File: config.mk
export PLATFORM = sky130hd
export DESIGN_NAME = kalman_angle_bias_filter
export DESIGN_NICKNAME = d
export VERILOG_FILES = /design/src/hdl/kabf_pkg.sv /design/src/hdl/kalman_angle_bias_filter.sv /design/src/hdl/kabf_mul.sv /design/src/hdl/kabf_div.sv
export SDC_FILE = /design/constraint.sdc
export NUM_CORES = 2
export LEC_CHECK = 0
export ABC_AREA = 0
export ABC_CLOCK_PERIOD_IN_PS = 14650
export BUFFER_PORTS_ARGS = -buffer_cell sky130_fd_sc_hd__buf_2
export CORE_MARGIN = 4
export CORE_UTILIZATION = 29
export DETAILED_ROUTE_END_ITERATION = 6
export GPL_TIMING_DRIVEN = 0
export PLACE_DENSITY = 0.46
export RECOVER_POWER = 100
export SETUP_SLACK_MARGIN = 0.2
export SYNTH_ARGS = -nofsm -noshare
export SYNTH_HDL_FRONTEND = slang
export SYNTH_SLANG_ARGS = --single-unit
File: constraint.sdc
create_clock -name clk -period 14.65 [get_ports clk]
set_input_delay 1.465 -clock clk [delete_from_list [all_inputs] [get_ports clk]]
set_output_delay 1.465 -clock clk [all_outputs]
set_load 0.05 [all_outputs]
File: src/hdl/kabf_pkg.sv
`timescale 1ns / 1ps
// Shared types, widths, constants and saturation helpers for the angle and bias filter.
package kabf_pkg;

    // Datapath widths.
    localparam int ACC_W  = 56;   // wide signed accumulator for sums before saturation
    localparam int OP_W   = 35;   // signed multiplier operand
    localparam int MAG_W  = 34;   // multiplier operand magnitude
    localparam int PROD_W = 2 * MAG_W;
    localparam int FRAC_W = 16;   // fraction bits dropped after a product
    localparam int RES_W  = PROD_W - FRAC_W + 1;
    localparam int NUM_W  = 33;   // signed gain numerator
    localparam int DEN_W  = 33;   // unsigned gain denominator
    localparam int DIV_W  = NUM_W + FRAC_W;  // dividend and quotient width
    localparam int PER_W  = 17;

    // Reset values of the configuration registers and covariance.
    localparam logic [PER_W-1:0] PERIOD_RST = 17'd655;
    localparam logic [31:0] ANGLE_Q_RST = 32'd16777;
    localparam logic [31:0] BIAS_Q_RST  = 32'd16777;
    localparam logic [31:0] MEAS_R_RST  = 32'd335544320;
    localparam logic [31:0] ONE_Q8_24   = 32'd16777216;

    // Configuration register indexes.
    typedef enum logic [1:0] {
        REG_PERIOD  = 2'd0,
        REG_ANGLE_Q = 2'd1,
        REG_BIAS_Q  = 2'd2,
        REG_MEAS_R  = 2'd3
    } cfg_index_t;

    // Configuration register set.
    typedef struct packed {
        logic [PER_W-1:0] period;
        logic [31:0]      angle_q;
        logic [31:0]      bias_q;
        logic [31:0]      meas_r;
    } cfg_t;

    // Result of the serial multiplier.
    typedef struct packed {
        logic                    done;
        logic signed [RES_W-1:0] res;
    } mul_rsp_t;

    // Result of the serial divider.
    typedef struct packed {
        logic               done;
        logic signed [31:0] res;
    } div_rsp_t;

    // Sequencer steps.
    typedef enum logic [15:0] {
        ST_IDLE    = 16'h0001,
        ST_M_RATE  = 16'h0002,
        ST_M_T11   = 16'h0004,
        ST_M_CROSS = 16'h0008,
        ST_M_DT11  = 16'h0010,
        ST_ADD     = 16'h0020,
        ST_PREP    = 16'h0040,
        ST_D_K0    = 16'h0080,
        ST_D_K1    = 16'h0100,
        ST_M_ANG   = 16'h0200,
        ST_M_BIAS  = 16'h0400,
        ST_M_P00   = 16'h0800,
        ST_M_P01   = 16'h1000,
        ST_M_P10   = 16'h2000,
        ST_M_P11   = 16'h4000,
        ST_OUT     = 16'h8000
    } seq_state_t;

    // Sign extension of a 32-bit signed value to accumulator width.
    function automatic logic signed [ACC_W-1:0] sx32(input logic signed [31:0] v);
        return ACC_W'(v);
    endfunction

    // Zero extension of a 32-bit unsigned value to accumulator width.
    function automatic logic signed [ACC_W-1:0] zx32(input logic [31:0] v);
        return {{(ACC_W-32){1'b0}}, v};
    endfunction

    // Sign extension of a multiplier result to accumulator width.
    function automatic logic signed [ACC_W-1:0] sxr(input logic signed [RES_W-1:0] v);
        return ACC_W'(v);
    endfunction

    // Clamp to the signed 32-bit range.
    function automatic logic signed [31:0] sat_s32(input logic signed [ACC_W-1:0] v);
        logic signed [31:0] r;
        if ((v[ACC_W-1:31] == '0) || (v[ACC_W-1:31] == '1))
            r = v[31:0];
        else if (v[ACC_W-1])
            r = 32'sh8000_0000;
        else
            r = 32'sh7FFF_FFFF;
        return r;
    endfunction

    // Clamp to the unsigned 32-bit range.
    function automatic logic [31:0] sat_u32(input logic signed [ACC_W-1:0] v);
        logic [31:0] r;
        if (v[ACC_W-1])
            r = '0;
        else if (|v[ACC_W-2:32])
            r = '1;
        else
            r = v[31:0];
        return r;
    endfunction

endpackage

File: src/hdl/kalman_angle_bias_filter.sv
`timescale 1ns / 1ps
// Two-state angle and gyro bias filter: handshakes, configuration and step sequencer.
// Each accepted beat runs one filter step. Ten products go one after another through a
// single bit-serial multiplier, and the two gains go through a single bit-serial divider.
// The IDLE, ADD, PREP and OUT states accept the beat, add the process noise, form the gain
// denominator and load the output register. The next input beat is taken as soon as the
// step's result has been moved into the output register, even while that result is still
// stalled. Configuration writes are always taken; they should be made only while no step is
// under way.
module kalman_angle_bias_filter
(
    input  logic               clk,
    input  logic               rst_n,
    input  logic               in_valid,
    output logic               in_stall,
    input  logic signed [31:0] measured_angle,
    input  logic signed [31:0] rate_sample,
    output logic               out_valid,
    input  logic               out_stall,
    output logic signed [31:0] angle_estimate,
    output logic signed [31:0] corrected_rate,
    input  logic               cfg_valid,
    output logic               cfg_ready,
    input  logic [1:0]         cfg_index,
    input  logic [31:0]        cfg_data
);

    kabf_pkg::seq_state_t state_reg, state_next;
    logic launched_reg, launched_next;
    kabf_pkg::cfg_t cfg_reg;

    logic signed [31:0] z_reg, z_next, rate_reg, rate_next;
    logic signed [31:0] angle_reg, angle_next, bias_reg, bias_next;
    logic [31:0] p00_reg, p00_next, p11_reg, p11_next;
    logic signed [31:0] p01_reg, p01_next, p10_reg, p10_next;
    logic signed [31:0] angle_p_reg, angle_p_next;
    logic signed [kabf_pkg::OP_W-1:0] t11_reg, t11_next;
    logic signed [kabf_pkg::ACC_W-1:0] acc_reg, acc_next;
    logic [31:0] q00_reg, q00_next, q11_reg, q11_next;
    logic signed [31:0] q01_reg, q01_next, q10_reg, q10_next;
    logic [kabf_pkg::DEN_W-1:0] s_reg, s_next;
    logic signed [32:0] innov_reg, innov_next;
    logic signed [31:0] k0_reg, k0_next, k1_reg, k1_next;
    logic out_valid_reg, out_valid_next;
    logic signed [31:0] out_angle_reg, out_angle_next, out_rate_reg, out_rate_next;

    logic mul_start, div_start, is_mul, is_div;
    logic signed [kabf_pkg::OP_W-1:0] mul_a, mul_b, dt_op;
    logic signed [kabf_pkg::NUM_W-1:0] div_num;
    kabf_pkg::mul_rsp_t mul_rsp;
    kabf_pkg::div_rsp_t div_rsp;
    logic signed [kabf_pkg::ACC_W-1:0] mres;

    // Configuration registers.
    always_ff @(posedge clk or negedge rst_n)
    begin
        if (!rst_n)
        begin
            cfg_reg.period  <= kabf_pkg::PERIOD_RST;
            cfg_reg.angle_q <= kabf_pkg::ANGLE_Q_RST;
            cfg_reg.bias_q  <= kabf_pkg::BIAS_Q_RST;
            cfg_reg.meas_r  <= kabf_pkg::MEAS_R_RST;
        end
        else if (cfg_valid && cfg_ready)
        begin
            unique case (cfg_index)
                kabf_pkg::REG_PERIOD:  cfg_reg.period  <= cfg_data[kabf_pkg::PER_W-1:0];
                kabf_pkg::REG_ANGLE_Q: cfg_reg.angle_q <= cfg_data;
                kabf_pkg::REG_BIAS_Q:  cfg_reg.bias_q  <= cfg_data;
                kabf_pkg::REG_MEAS_R:  cfg_reg.meas_r  <= cfg_data;
                default:               cfg_reg.meas_r  <= cfg_reg.meas_r;
            endcase
        end
    end

    assign cfg_ready = 1'b1;

    // Operand selection for the shared multiplier and divider.
    always_comb
    begin
        dt_op   = signed'(kabf_pkg::OP_W'(cfg_reg.period));
        mul_a   = '0;
        mul_b   = '0;
        is_mul  = 1'b1;
        is_div  = 1'b0;
        div_num = '0;
        unique case (state_reg)
            kabf_pkg::ST_M_RATE:
            begin
                mul_a = dt_op;
                mul_b = kabf_pkg::OP_W'(rate_reg) - kabf_pkg::OP_W'(bias_reg);
            end
            kabf_pkg::ST_M_T11:
            begin
                mul_a = dt_op;
                mul_b = signed'(kabf_pkg::OP_W'(p11_reg));
            end
            kabf_pkg::ST_M_CROSS:
            begin
                mul_a = dt_op;
                mul_b = kabf_pkg::OP_W'(p01_reg) + kabf_pkg::OP_W'(p10_reg);
            end
            kabf_pkg::ST_M_DT11:
            begin
                mul_a = dt_op;
                mul_b = t11_reg;
            end
            kabf_pkg::ST_M_ANG:
            begin
                mul_a = kabf_pkg::OP_W'(k0_reg);
                mul_b = kabf_pkg::OP_W'(innov_reg);
            end
            kabf_pkg::ST_M_BIAS:
            begin
                mul_a = kabf_pkg::OP_W'(k1_reg);
                mul_b = kabf_pkg::OP_W'(innov_reg);
            end
            kabf_pkg::ST_M_P00:
            begin
                mul_a = kabf_pkg::OP_W'(k0_reg);
                mul_b = signed'(kabf_pkg::OP_W'(q00_reg));
            end
            kabf_pkg::ST_M_P01:
            begin
                mul_a = kabf_pkg::OP_W'(k0_reg);
                mul_b = kabf_pkg::OP_W'(q01_reg);
            end
            kabf_pkg::ST_M_P10:
            begin
                mul_a = kabf_pkg::OP_W'(k1_reg);
                mul_b = signed'(kabf_pkg::OP_W'(q00_reg));
            end
            kabf_pkg::ST_M_P11:
            begin
                mul_a = kabf_pkg::OP_W'(k1_reg);
                mul_b = kabf_pkg::OP_W'(q01_reg);
            end
            kabf_pkg::ST_D_K0:
            begin
                is_mul  = 1'b0;
                is_div  = 1'b1;
                div_num = signed'({1'b0, q00_reg});
            end
            kabf_pkg::ST_D_K1:
            begin
                is_mul  = 1'b0;
                is_div  = 1'b1;
                div_num = kabf_pkg::NUM_W'(q10_reg);
            end
            default:
            begin
                is_mul = 1'b0;
            end
        endcase
        mul_start = is_mul && !launched_reg;
        div_start = is_div && !launched_reg;
    end

    kabf_mul u_mul
    (
        .clk   (clk),
        .rst_n (rst_n),
        .start (mul_start),
        .a     (mul_a),
        .b     (mul_b),
        .rsp   (mul_rsp)
    );

    kabf_div u_div
    (
        .clk   (clk),
        .rst_n (rst_n),
        .start (div_start),
        .num   (div_num),
        .den   (s_reg),
        .rsp   (div_rsp)
    );

    assign mres = kabf_pkg::sxr(mul_rsp.res);

    // Step sequencer: each step launches its unit once and writes back when it is done.
    always_comb
    begin
        state_next     = state_reg;
        launched_next  = launched_reg;
        z_next         = z_reg;
        rate_next      = rate_reg;
        angle_next     = angle_reg;
        bias_next      = bias_reg;
        p00_next       = p00_reg;
        p01_next       = p01_reg;
        p10_next       = p10_reg;
        p11_next       = p11_reg;
        angle_p_next   = angle_p_reg;
        t11_next       = t11_reg;
        acc_next       = acc_reg;
        q00_next       = q00_reg;
        q01_next       = q01_reg;
        q10_next       = q10_reg;
        q11_next       = q11_reg;
        s_next         = s_reg;
        innov_next     = innov_reg;
        k0_next        = k0_reg;
        k1_next        = k1_reg;
        out_valid_next = out_valid_reg && out_stall;
        out_angle_next = out_angle_reg;
        out_rate_next  = out_rate_reg;

        if (mul_start || div_start)
            launched_next = 1'b1;
        if ((is_mul && mul_rsp.done) || (is_div && div_rsp.done))
            launched_next = 1'b0;

        unique case (state_reg)
            kabf_pkg::ST_IDLE:
            begin
                if (in_valid)
                begin
                    z_next     = measured_angle;
                    rate_next  = rate_sample;
                    state_next = kabf_pkg::ST_M_RATE;
                end
            end
            kabf_pkg::ST_M_RATE:
            begin
                if (mul_rsp.done)
                begin
                    angle_p_next = kabf_pkg::sat_s32(kabf_pkg::sx32(angle_reg) + mres);
                    state_next   = kabf_pkg::ST_M_T11;
                end
            end
            kabf_pkg::ST_M_T11:
            begin
                if (mul_rsp.done)
                begin
                    t11_next   = mul_rsp.res[kabf_pkg::OP_W-1:0];
                    state_next = kabf_pkg::ST_M_CROSS;
                end
            end
            kabf_pkg::ST_M_CROSS:
            begin
                if (mul_rsp.done)
                begin
                    acc_next   = kabf_pkg::zx32(p00_reg) - mres;
                    state_next = kabf_pkg::ST_M_DT11;
                end
            end
            kabf_pkg::ST_M_DT11:
            begin
                if (mul_rsp.done)
                begin
                    acc_next   = acc_reg + mres;
                    state_next = kabf_pkg::ST_ADD;
                end
            end
            kabf_pkg::ST_ADD:
            begin
                // Predicted covariance with process noise on the diagonal.
                q00_next   = kabf_pkg::sat_u32(acc_reg + kabf_pkg::zx32(cfg_reg.angle_q));
                q01_next   = kabf_pkg::sat_s32(kabf_pkg::sx32(p01_reg)
                                               - kabf_pkg::ACC_W'(t11_reg));
                q10_next   = kabf_pkg::sat_s32(kabf_pkg::sx32(p10_reg)
                                               - kabf_pkg::ACC_W'(t11_reg));
                q11_next   = kabf_pkg::sat_u32(kabf_pkg::zx32(p11_reg)
                                               + kabf_pkg::zx32(cfg_reg.bias_q));
                state_next = kabf_pkg::ST_PREP;
            end
            kabf_pkg::ST_PREP:
            begin
                s_next     = {1'b0, q00_reg} + {1'b0, cfg_reg.meas_r};
                innov_next = 33'(z_reg) - 33'(angle_p_reg);
                state_next = kabf_pkg::ST_D_K0;
            end
            kabf_pkg::ST_D_K0:
            begin
                if (div_rsp.done)
                begin
                    k0_next    = div_rsp.res;
                    state_next = kabf_pkg::ST_D_K1;
                end
            end
            kabf_pkg::ST_D_K1:
            begin
                if (div_rsp.done)
                begin
                    k1_next    = div_rsp.res;
                    state_next = kabf_pkg::ST_M_ANG;
                end
            end
            kabf_pkg::ST_M_ANG:
            begin
                if (mul_rsp.done)
                begin
                    angle_next = kabf_pkg::sat_s32(kabf_pkg::sx32(angle_p_reg) + mres);
                    state_next = kabf_pkg::ST_M_BIAS;
                end
            end
            kabf_pkg::ST_M_BIAS:
            begin
                if (mul_rsp.done)
                begin
                    bias_next  = kabf_pkg::sat_s32(kabf_pkg::sx32(bias_reg) + mres);
                    state_next = kabf_pkg::ST_M_P00;
                end
            end
            kabf_pkg::ST_M_P00:
            begin
                if (mul_rsp.done)
                begin
                    p00_next   = kabf_pkg::sat_u32(kabf_pkg::zx32(q00_reg) - mres);
                    state_next = kabf_pkg::ST_M_P01;
                end
            end
            kabf_pkg::ST_M_P01:
            begin
                if (mul_rsp.done)
                begin
                    p01_next   = kabf_pkg::sat_s32(kabf_pkg::sx32(q01_reg) - mres);
                    state_next = kabf_pkg::ST_M_P10;
                end
            end
            kabf_pkg::ST_M_P10:
            begin
                if (mul_rsp.done)
                begin
                    p10_next   = kabf_pkg::sat_s32(kabf_pkg::sx32(q10_reg) - mres);
                    state_next = kabf_pkg::ST_M_P11;
                end
            end
            kabf_pkg::ST_M_P11:
            begin
                if (mul_rsp.done)
                begin
                    p11_next   = kabf_pkg::sat_u32(kabf_pkg::zx32(q11_reg) - mres);
                    state_next = kabf_pkg::ST_OUT;
                end
            end
            kabf_pkg::ST_OUT:
            begin
                // Wait for room in the output register.
                if (!out_valid_reg || !out_stall)
                begin
                    out_valid_next = 1'b1;
                    out_angle_next = angle_reg;
                    out_rate_next  = kabf_pkg::sat_s32(kabf_pkg::sx32(rate_reg)
                                                       - kabf_pkg::sx32(bias_reg));
                    state_next     = kabf_pkg::ST_IDLE;
                end
            end
            default:
            begin
                state_next    = kabf_pkg::ST_IDLE;
                launched_next = 1'b0;
            end
        endcase
    end

    // Control and filter state.
    always_ff @(posedge clk or negedge rst_n)
    begin
        if (!rst_n)
        begin
            state_reg     <= kabf_pkg::ST_IDLE;
            launched_reg  <= 1'b0;
            out_valid_reg <= 1'b0;
            angle_reg     <= '0;
            bias_reg      <= '0;
            p00_reg       <= kabf_pkg::ONE_Q8_24;
            p01_reg       <= '0;
            p10_reg       <= '0;
            p11_reg       <= kabf_pkg::ONE_Q8_24;
        end
        else
        begin
            state_reg     <= state_next;
            launched_reg  <= launched_next;
            out_valid_reg <= out_valid_next;
            angle_reg     <= angle_next;
            bias_reg      <= bias_next;
            p00_reg       <= p00_next;
            p01_reg       <= p01_next;
            p10_reg       <= p10_next;
            p11_reg       <= p11_next;
        end
    end

    // Working values of the current step.
    always_ff @(posedge clk)
    begin
        z_reg         <= z_next;
        rate_reg      <= rate_next;
        angle_p_reg   <= angle_p_next;
        t11_reg       <= t11_next;
        acc_reg       <= acc_next;
        q00_reg       <= q00_next;
        q01_reg       <= q01_next;
        q10_reg       <= q10_next;
        q11_reg       <= q11_next;
        s_reg         <= s_next;
        innov_reg     <= innov_next;
        k0_reg        <= k0_next;
        k1_reg        <= k1_next;
        out_angle_reg <= out_angle_next;
        out_rate_reg  <= out_rate_next;
    end

    assign in_stall       = (state_reg != kabf_pkg::ST_IDLE);
    assign out_valid      = out_valid_reg;
    assign angle_estimate = out_angle_reg;
    assign corrected_rate = out_rate_reg;

endmodule

File: src/hdl/kabf_mul.sv
`timescale 1ns / 1ps
// Bit-serial signed multiplier giving (a*b) >> 16, rounded half away from zero.
module kabf_mul
(
    input  logic                                   clk,
    input  logic                                   rst_n,
    input  logic                                   start,
    input  logic signed [kabf_pkg::OP_W-1:0]       a,
    input  logic signed [kabf_pkg::OP_W-1:0]       b,
    output kabf_pkg::mul_rsp_t                     rsp
);

    typedef enum logic [3:0] {
        M_IDLE = 4'b0001,
        M_MAG  = 4'b0010,
        M_RUN  = 4'b0100,
        M_FIN  = 4'b1000
    } mul_state_t;

    localparam int CNT_W = $clog2(kabf_pkg::MAG_W + 1);
    localparam logic [CNT_W-1:0] LAST = CNT_W'(kabf_pkg::MAG_W - 1);

    mul_state_t state_reg, state_next;
    logic [CNT_W-1:0] cnt_reg, cnt_next;
    logic done_reg, done_next;
    logic signed [kabf_pkg::OP_W-1:0] a_reg, a_next, b_reg, b_next;
    logic [kabf_pkg::MAG_W-1:0] amag_reg, amag_next, bmag_reg, bmag_next;
    logic neg_reg, neg_next;
    logic [kabf_pkg::PROD_W-1:0] acc_reg, acc_next;
    logic signed [kabf_pkg::RES_W-1:0] res_reg, res_next;
    logic [kabf_pkg::MAG_W:0] sum;
    logic [kabf_pkg::RES_W-1:0] rounded;

    // One partial product per cycle into the upper half, then shift right.
    always_comb
    begin
        sum = {1'b0, acc_reg[kabf_pkg::PROD_W-1:kabf_pkg::MAG_W]}
            + (bmag_reg[0] ? {1'b0, amag_reg} : '0);
        rounded = {1'b0, acc_reg[kabf_pkg::PROD_W-1:kabf_pkg::FRAC_W]};
    end

    always_comb
    begin
        state_next = state_reg;
        cnt_next   = cnt_reg;
        done_next  = 1'b0;
        a_next     = a_reg;
        b_next     = b_reg;
        amag_next  = amag_reg;
        bmag_next  = bmag_reg;
        neg_next   = neg_reg;
        acc_next   = acc_reg;
        res_next   = res_reg;
        unique case (state_reg)
            M_IDLE:
            begin
                if (start)
                begin
                    a_next     = a;
                    b_next     = b;
                    state_next = M_MAG;
                end
            end
            M_MAG:
            begin
                // The rounding constant is preloaded where the shifts bring it to bit 15.
                amag_next  = a_reg[kabf_pkg::OP_W-1] ? kabf_pkg::MAG_W'(-a_reg)
                                                     : kabf_pkg::MAG_W'(a_reg);
                bmag_next  = b_reg[kabf_pkg::OP_W-1] ? kabf_pkg::MAG_W'(-b_reg)
                                                     : kabf_pkg::MAG_W'(b_reg);
                neg_next   = a_reg[kabf_pkg::OP_W-1] ^ b_reg[kabf_pkg::OP_W-1];
                acc_next   = kabf_pkg::PROD_W'(1) << (kabf_pkg::MAG_W + kabf_pkg::FRAC_W - 1);
                cnt_next   = '0;
                state_next = M_RUN;
            end
            M_RUN:
            begin
                acc_next  = {sum, acc_reg[kabf_pkg::MAG_W-1:1]};
                bmag_next = bmag_reg >> 1;
                cnt_next  = cnt_reg + 1'b1;
                if (cnt_reg == LAST)
                    state_next = M_FIN;
            end
            M_FIN:
            begin
                res_next   = neg_reg ? -signed'(rounded) : signed'(rounded);
                done_next  = 1'b1;
                state_next = M_IDLE;
            end
            default:
            begin
                state_next = M_IDLE;
            end
        endcase
    end

    always_ff @(posedge clk or negedge rst_n)
    begin
        if (!rst_n)
        begin
            state_reg <= M_IDLE;
            cnt_reg   <= '0;
            done_reg  <= 1'b0;
        end
        else
        begin
            state_reg <= state_next;
            cnt_reg   <= cnt_next;
            done_reg  <= done_next;
        end
    end

    always_ff @(posedge clk)
    begin
        a_reg    <= a_next;
        b_reg    <= b_next;
        amag_reg <= amag_next;
        bmag_reg <= bmag_next;
        neg_reg  <= neg_next;
        acc_reg  <= acc_next;
        res_reg  <= res_next;
    end

    assign rsp.done = done_reg;
    assign rsp.res  = res_reg;

endmodule

File: src/hdl/kabf_div.sv
`timescale 1ns / 1ps
// Restoring bit-serial divider forming a saturated Q16.16 gain from two Q8.24 values.
module kabf_div
(
    input  logic                                   clk,
    input  logic                                   rst_n,
    input  logic                                   start,
    input  logic signed [kabf_pkg::NUM_W-1:0]      num,
    input  logic [kabf_pkg::DEN_W-1:0]             den,
    output kabf_pkg::div_rsp_t                     rsp
);

    typedef enum logic [4:0] {
        D_IDLE = 5'b00001,
        D_MAG  = 5'b00010,
        D_PREP = 5'b00100,
        D_RUN  = 5'b01000,
        D_FIN  = 5'b10000
    } div_state_t;

    localparam int CNT_W = $clog2(kabf_pkg::DIV_W + 1);
    localparam logic [CNT_W-1:0] LAST = CNT_W'(kabf_pkg::DIV_W - 1);
    localparam logic [kabf_pkg::DIV_W-1:0] POS_MAX = kabf_pkg::DIV_W'(32'h7FFF_FFFF);
    localparam logic [kabf_pkg::DIV_W-1:0] NEG_MAX = kabf_pkg::DIV_W'(32'h8000_0000);

    div_state_t state_reg, state_next;
    logic [CNT_W-1:0] cnt_reg, cnt_next;
    logic done_reg, done_next;
    logic signed [kabf_pkg::NUM_W-1:0] num_reg, num_next;
    logic [kabf_pkg::DEN_W-1:0] den_reg, den_next;
    logic [kabf_pkg::NUM_W-1:0] nmag_reg, nmag_next;
    logic neg_reg, neg_next;
    logic [kabf_pkg::DIV_W-1:0] work_reg, work_next;
    logic [kabf_pkg::DEN_W-1:0] rem_reg, rem_next;
    logic signed [31:0] res_reg, res_next;
    logic [kabf_pkg::DEN_W:0] trial;
    logic [kabf_pkg::DEN_W:0] diff;
    logic [31:0] qclip;

    // One quotient bit per cycle.
    always_comb
    begin
        trial = {rem_reg, work_reg[kabf_pkg::DIV_W-1]};
        diff  = trial - {1'b0, den_reg};
        if (neg_reg)
            qclip = (work_reg > NEG_MAX) ? NEG_MAX[31:0] : work_reg[31:0];
        else
            qclip = (work_reg > POS_MAX) ? POS_MAX[31:0] : work_reg[31:0];
    end

    always_comb
    begin
        state_next = state_reg;
        cnt_next   = cnt_reg;
        done_next  = 1'b0;
        num_next   = num_reg;
        den_next   = den_reg;
        nmag_next  = nmag_reg;
        neg_next   = neg_reg;
        work_next  = work_reg;
        rem_next   = rem_reg;
        res_next   = res_reg;
        unique case (state_reg)
            D_IDLE:
            begin
                if (start)
                begin
                    num_next   = num;
                    den_next   = den;
                    state_next = D_MAG;
                end
            end
            D_MAG:
            begin
                nmag_next  = num_reg[kabf_pkg::NUM_W-1] ? kabf_pkg::NUM_W'(-num_reg)
                                                        : kabf_pkg::NUM_W'(num_reg);
                neg_next   = num_reg[kabf_pkg::NUM_W-1];
                state_next = D_PREP;
            end
            D_PREP:
            begin
                // Half the divisor is added so that truncation rounds to nearest.
                work_next  = {nmag_reg, {kabf_pkg::FRAC_W{1'b0}}}
                           + kabf_pkg::DIV_W'(den_reg >> 1);
                rem_next   = '0;
                cnt_next   = '0;
                state_next = D_RUN;
            end
            D_RUN:
            begin
                if (!diff[kabf_pkg::DEN_W])
                begin
                    rem_next  = diff[kabf_pkg::DEN_W-1:0];
                    work_next = {work_reg[kabf_pkg::DIV_W-2:0], 1'b1};
                end
                else
                begin
                    rem_next  = trial[kabf_pkg::DEN_W-1:0];
                    work_next = {work_reg[kabf_pkg::DIV_W-2:0], 1'b0};
                end
                cnt_next = cnt_reg + 1'b1;
                if (cnt_reg == LAST)
                    state_next = D_FIN;
            end
            D_FIN:
            begin
                // A zero denominator gives a zero gain.
                if (den_reg == '0)
                    res_next = '0;
                else if (neg_reg)
                    res_next = signed'(32'd0 - qclip);
                else
                    res_next = signed'(qclip);
                done_next  = 1'b1;
                state_next = D_IDLE;
            end
            default:
            begin
                state_next = D_IDLE;
            end
        endcase
    end

    always_ff @(posedge clk or negedge rst_n)
    begin
        if (!rst_n)
        begin
            state_reg <= D_IDLE;
            cnt_reg   <= '0;
            done_reg  <= 1'b0;
        end
        else
        begin
            state_reg <= state_next;
            cnt_reg   <= cnt_next;
            done_reg  <= done_next;
        end
    end

    always_ff @(posedge clk)
    begin
        num_reg  <= num_next;
        den_reg  <= den_next;
        nmag_reg <= nmag_next;
        neg_reg  <= neg_next;
        work_reg <= work_next;
        rem_reg  <= rem_next;
        res_reg  <= res_next;
    end

    assign rsp.done = done_reg;
    assign rsp.res  = res_reg;

endmodule

# Word-level counts from Yosys, hierarchy flattened
# Cells that the tools add are included.
# word_totals
word_cells,281
input_bits,103
reg_bits,1329
# classes
magnitude_cmp,2
n_reduce_logical,67
muxes,75
n_bitwise,1
n_eq_ne,58
add_sub_neg,28
# op_table
op,n
two-way mux 32 bit,27
one-hot mux 16 bit (16 select lines),1
one-hot mux 35 bit (7 select lines),1
two-way mux 16 bit,14
== test 25 bit (second input constant),8
zero test 25 bit,8
adder 32 x 53 -> 54 bit,3
subtractor 33 x 53 -> 54 bit,3
one-hot mux 68 bit (2 select lines),1
one-hot mux 33 bit (2 select lines),2
two-way mux 56 bit,2
one-hot mux 56 bit (2 select lines),1
subtractor 32 x 53 -> 54 bit,2
one-hot mux 35 bit (3 select lines),1
two-way mux 34 bit,3
adder 32 x 32 -> 33 bit,3
subtractor 32 x 32 -> 33 bit,3
one-hot mux 49 bit (2 select lines),1
OR reduction 23 bit,4
subtractor 32 x 35 -> 36 bit,2
negation 34 bit,2
one-hot mux 34 bit (2 select lines),1
adder 56 x 33 -> 56 bit,1
adder 56 x 53 -> 56 bit,1
other kinds (64),136

# Logic depth before layout (Yosys ltp)
# logic_depth
word_depth,8
mapped_depth,19
depth_no_buf,17

# Modules after synthesis
# From an unflattened synthesis, not the netlist that was laid out.
# hier_totals
hier_cells,10208
area_unflattened_um2,96035.9
# modules_own_cells
mod,n_inst,cells_each,seq_area_each_um2,area_each_um2
kalman_angle_bias_filter,1,7958,23393.7,70639.0
kabf_mul,1,1072,7603.5,12819.8
kabf_div,1,1178,6727.7,12577.1

# Worst setup path before layout
# No wires, ideal clock.
# synth_timing
kind,reg2reg
start,reg state_reg[13]
end,reg launched_reg
arrival_ns,12.214
n_path_buf,1
period_less_slack_ns,12.286
slack_ns,2.364
setup_ns,0.072
stages_incl_launch_ff,9
path_cell_list,dfrtp_1 -> clkbuf_1 -> nor4_1 -> nand4_1 -> or3_1 -> nor3b_1 -> nor4_1 -> and3_1 -> nor2_1
# synth_via
elab_chain_cells,7
word_cells_on_any_way,30
# synth_lines
element,line,rtl
start: declaration,kalman_angle_bias_filter.sv:28,"kabf_pkg::seq_state_t state_reg, state_next;"
start signal: assignment,kalman_angle_bias_filter.sv:363,state_reg <= kabf_pkg::ST_IDLE;
start signal: assignment,kalman_angle_bias_filter.sv:375,state_reg <= state_next;
== test 16 x 15 -> 1 bit (tied with other cells),"kalman_angle_bias_filter.sv:87, kalman_angle_bias_filter.sv:214",
OR reduction 10 bit (no source line) / OR reduction 2 bit (equally long branches),-,
two-way mux 1 bit,kalman_angle_bias_filter.sv:87,unique case (state_reg)
logical AND 1 bit,kalman_angle_bias_filter.sv:211,if ((is_mul && mul_rsp.done) || (is_div && div_rsp.done))
logical OR 1 bit,kalman_angle_bias_filter.sv:211,
two-way mux 1 bit,kalman_angle_bias_filter.sv:211,
two-way mux 1 bit,kalman_angle_bias_filter.sv:214,unique case (state_reg)
end signal: assignment,kalman_angle_bias_filter.sv:376,launched_reg <= launched_next;
end: declaration,kalman_angle_bias_filter.sv:29,"logic launched_reg, launched_next;"
# Several ways; a longest one is shown, not always the timed one.
# A chain may end at the register's enable or synchronous reset.

# Final worst setup path
# layout_timing
start,reg u_mul.res_reg[8] (netlist bit)
end,reg p11_reg[20]
# layout_via
elab_chain_cells,4
# layout_lines
element,line,rtl
start: declaration,kabf_mul.sv:30,"logic signed [kabf_pkg::RES_W-1:0] res_reg, res_next;"
start signal: assignment,kabf_mul.sv:121,res_reg <= res_next;
subtractor 33 x 53 -> 54 bit *,kalman_angle_bias_filter.sv:334,p11_next = kabf_pkg::sat_u32(kabf_pkg::zx32(q11_reg) - mres);
OR reduction 23 bit,kabf_pkg.sv:104,else if (|v[ACC_W-2:32])
two-way mux 32 bit,kabf_pkg.sv:104,
two-way mux 32 bit *,kabf_pkg.sv:102,if (v[ACC_W-1])
end signal: assignment,kalman_angle_bias_filter.sv:371,p11_reg <= kabf_pkg::ONE_Q8_24;
end signal: assignment,kalman_angle_bias_filter.sv:383,p11_reg <= p11_next;
end: declaration,kalman_angle_bias_filter.sv:34,"logic [31:0] p00_reg, p00_next, p11_reg, p11_next;"
# Every way passes the cells marked *; elsewhere a longest branch is shown, timed or not.

==> metrics.txt <==
outcome complete, but fails checks; failing checks DRC, capacitance limit, slew limit; pwr/cell area 93.7 nW/um^2; clock power share 44.2%; combinational share of power 12.4%; Post-synth EDFFs 964; share of layout cells above drive strength 1 5.39%; vias in the first global route 81740; Cells after Synth 10140; Post-CTS Hold Buffers 0; Avg Vias per Cell 5.73; DR WL/cell 29.1 um; WL met2 190000 um; YS warnings 0; max_cap viols 39; Die H 583 um; Final Non-Filler Cells 15082; nets 11453; layout overhead on the synthesized area 13.0%; internal power 0.00738 W; Initial Util 29.2%; clk_skew 0.0878 ns; DP HPWL 352000 um; CTS Buffer Depth 4; maximum clock frequency 100 MHz; Post-Route M1 WL 189000 um; largest net degree at the start of global routing 106; CP Capture Type flop; CP Max Fanout 10; first-pass GRT wire length 608000 um; Via Count 86437; worst skew pair latency 0.90 ns; root buffer cell clkbuf_16; total grt overflow 0; placeable core region 328000 um^2; H-tree lvl count 4; DRT iter0 DRCs 9145; Crit path arrival time 10.75 ns; Routability Congestion 0.998; Num CTS Buffers 169; DRC Markers 2; placed insts 14735; fin crit period 9.98 ns; fin. max-slew vios 934; pin slew with the least headroom to its limit 5.70 ns; fin crit share 68.1%; clock tree from TritonCTS built; Power, Total 0.0102 W; Unique masters post-synth 93; Worst Setup Path Type reg -> reg; antenna violations before repair 93; Lkg Pwr 43.1 nW; Slew headroom -280%; TritonCTS sink count 1310; worst vdd ir 0.0000832 V; Worst-path clk slew 0.06 ns; switching power share of the total 27.4%; sequential fraction of the synthesis area 39.2%; Synth Cell Area 96000 um^2; setup repair bufs after CTS 0; die width 583 um; Final ANT Viol Nets 0; number of placement rows 210; highest routed layer met5; Final Hold Fails 0; metal3 WL 34700 um; final wirelength 439000 um; Post-synth top flop edfxtp_1; post-CTS sizing 0; async set-reset flop share out of synthesis 26.4%; Total GRT Usage 24.7%; Largest register FFs 113; sequential share of power 43.4%; Die Area 340000 um^2; Yosys reg bits 1310; Post-Syn Area per Cell 9.46 um^2; CP Launch Type flop; IO Port Bufs 168; Worst Path Required 15.42 ns; worst hold path class reg -> reg; Net Sw Power 0.00278 W; RSZ-0062 raised after global routing false; final setup fails 0; Pre-Repair DR Iteration Count 7; Top Ports 170
[stage by stage]
stage	worst slack (ns)	utilization, %	area (um^2)	TNS (ns)	hold WS (ns)
floorplan	2.36	-	96000	0	0.400
global placement	-5.82	31.1	102000	-631.46	0.406
detailed placement	6.57	31.5	104000	0	0.405
CTS	6.49	33.3	109000	0	0.398
global route	4.09	33.0	108000	0	0.420
finish	4.67	33.0	108000	0	0.398
[power by group through the flow]
| stage | combinational (W) | sequential (W) | clock [W] |
|---|---|---|---|
| after floorplan | 0.000812 | 0.00439 | 0 |
| after global placement | 0.00123 | 0.00448 | 0 |
| after detailed placement | 0.00126 | 0.00447 | 0 |
| after CTS | 0.00127 | 0.00440 | 0.00458 |
| after global routing | 0.00136 | 0.00442 | 0.00473 |
| final | 0.00126 | 0.00441 | 0.00449 |
[final cells by class]
type,count,area [um^2]
well taps,4346,5440
flip-flops and latches,1310,37600
inverters,433,1630
clock buffers,208,4560
diodes,40,100
fillers,33996,220000
multi-input cells,8029,55300
repair buffers,248,1120
plain buffers,369,1400
clock inverters,99,1310
[cells in the final DEF, fill, tap and decap left out, types with 108 or more instances in the layout]
cell type    n
clkbuf_16  175
o21a_1     155
dfrtp_1    323
nand4_1    175
a211oi_1   125
nor2b_1    108
nor2_1     713
nor3_1     225
o21ai_0    709
xnor2_1    503
nand3_1    236
xor2_1     291
inv_1      427
and3_1     126
ha_1       770
nand2b_1   156
a21oi_1    787
a21o_1     411
clkbuf_1   544
nand2_1    799
edfxtp_1   964
mux2_2     123
[cells in the mapped netlist, drive strengths merged (34+ instances only)]
| library cell | n | share of area, % |
|---|---|---|
| edfxtp | 964 | 30 |
| nand2 | 799 | 3.1 |
| a21oi | 787 | 4.1 |
| ha | 770 | 10 |
| nor2 | 713 | 2.8 |
| o21ai | 710 | 3.7 |
| xnor2 | 503 | 4.6 |
| inv | 430 | 1.7 |
| a21o | 411 | 3.2 |
| clkbuf | 346 | 1.4 |
| dfrtp | 323 | 8.4 |
| xor2 | 291 | 2.7 |
| nand3 | 236 | 1.2 |
| nor3 | 225 | 1.2 |
| nand4 | 175 | 1.1 |
| nand2b | 156 | 1.0 |
| o21a | 155 | 1.2 |
| and3 | 126 | 0.82 |
| a211oi | 125 | 0.98 |
| mux2 | 125 | 1.5 |
| nor2b | 108 | 0.70 |
| and2 | 100 | 0.65 |
| or3 | 100 | 0.66 |
| o21bai | 99 | 0.77 |
| o31ai | 92 | 0.73 |
| nor4 | 88 | 0.57 |
| a31oi | 79 | 0.52 |
| o211ai | 79 | 0.62 |
| a22oi | 66 | 0.52 |
| or4 | 62 | 0.50 |
| o311ai | 55 | 0.50 |
| a22o | 53 | 0.48 |
| mux2i | 53 | 0.55 |
| a221o | 48 | 0.50 |
| a21boi | 41 | 0.32 |
| o41ai | 37 | 0.36 |
| a222oi | 34 | 0.35 |
[kinds of logic after synthesis]
| family | count (synthesis) | synth area share [%] |
|---|---|---|
| buf+inv | 802 | 3.15 |
| compound gates | 3213 | 22.1 |
| xor+xnor | 794 | 7.25 |
| mux | 178 | 2.02 |
| simple gates | 3048 | 15.7 |
| other cells | 2 | 0.00783 |
| flops | 1310 | 39.2 |
| fa+ha+maj | 793 | 10.5 |
[worst paths after layout]
| kind | slack [ns] | endpoint | depth (start not counted) | from |
|---|---|---|---|---|
| min | 0.40 | u_div.den_reg[23] | 0 | s_reg[23] |
| max reg2reg | 4.67 | p11_reg[20] | 16 | u_mul.res_reg[8] |
| max | 4.67 | p11_reg[20] | 16 | u_mul.res_reg[8] |
| min reg2reg | 0.40 | u_div.den_reg[23] | 0 | s_reg[23] |
| max in group asynchronous | 5.47 | p00_reg[5] | 2 | rst_n |
| min in group asynchronous | 2.08 | bias_reg[8] | 1 | rst_n |
[critical path, cell delays in order, from the launching register on]
cell and delay [ns]:
edfxtp_1 0.73, clkbuf_1 1.34, inv_1 0.99, ha_1 0.63, a21oi_1 0.18, nor2_1 0.09, nor4_1 0.30, a21boi_0 0.52
o311ai_0 0.33, a21boi_0 1.29, o21ai_0 0.63, a2111oi_0 0.51, o21ai_0 0.14, nor4_1 0.47, a41oi_1 0.83, clkbuf_1 0.46
a221o_1 0.35
[metal layers]
metal / GRT usage (%) / vias up
li1: - / 39250
met1: 33.3 / 42699
met2: 38.1 / 3675
met3: 4.55 / 801
met4: 11.8 / 12
met5: 0 / -
Power figures use the tool's default switching activity.
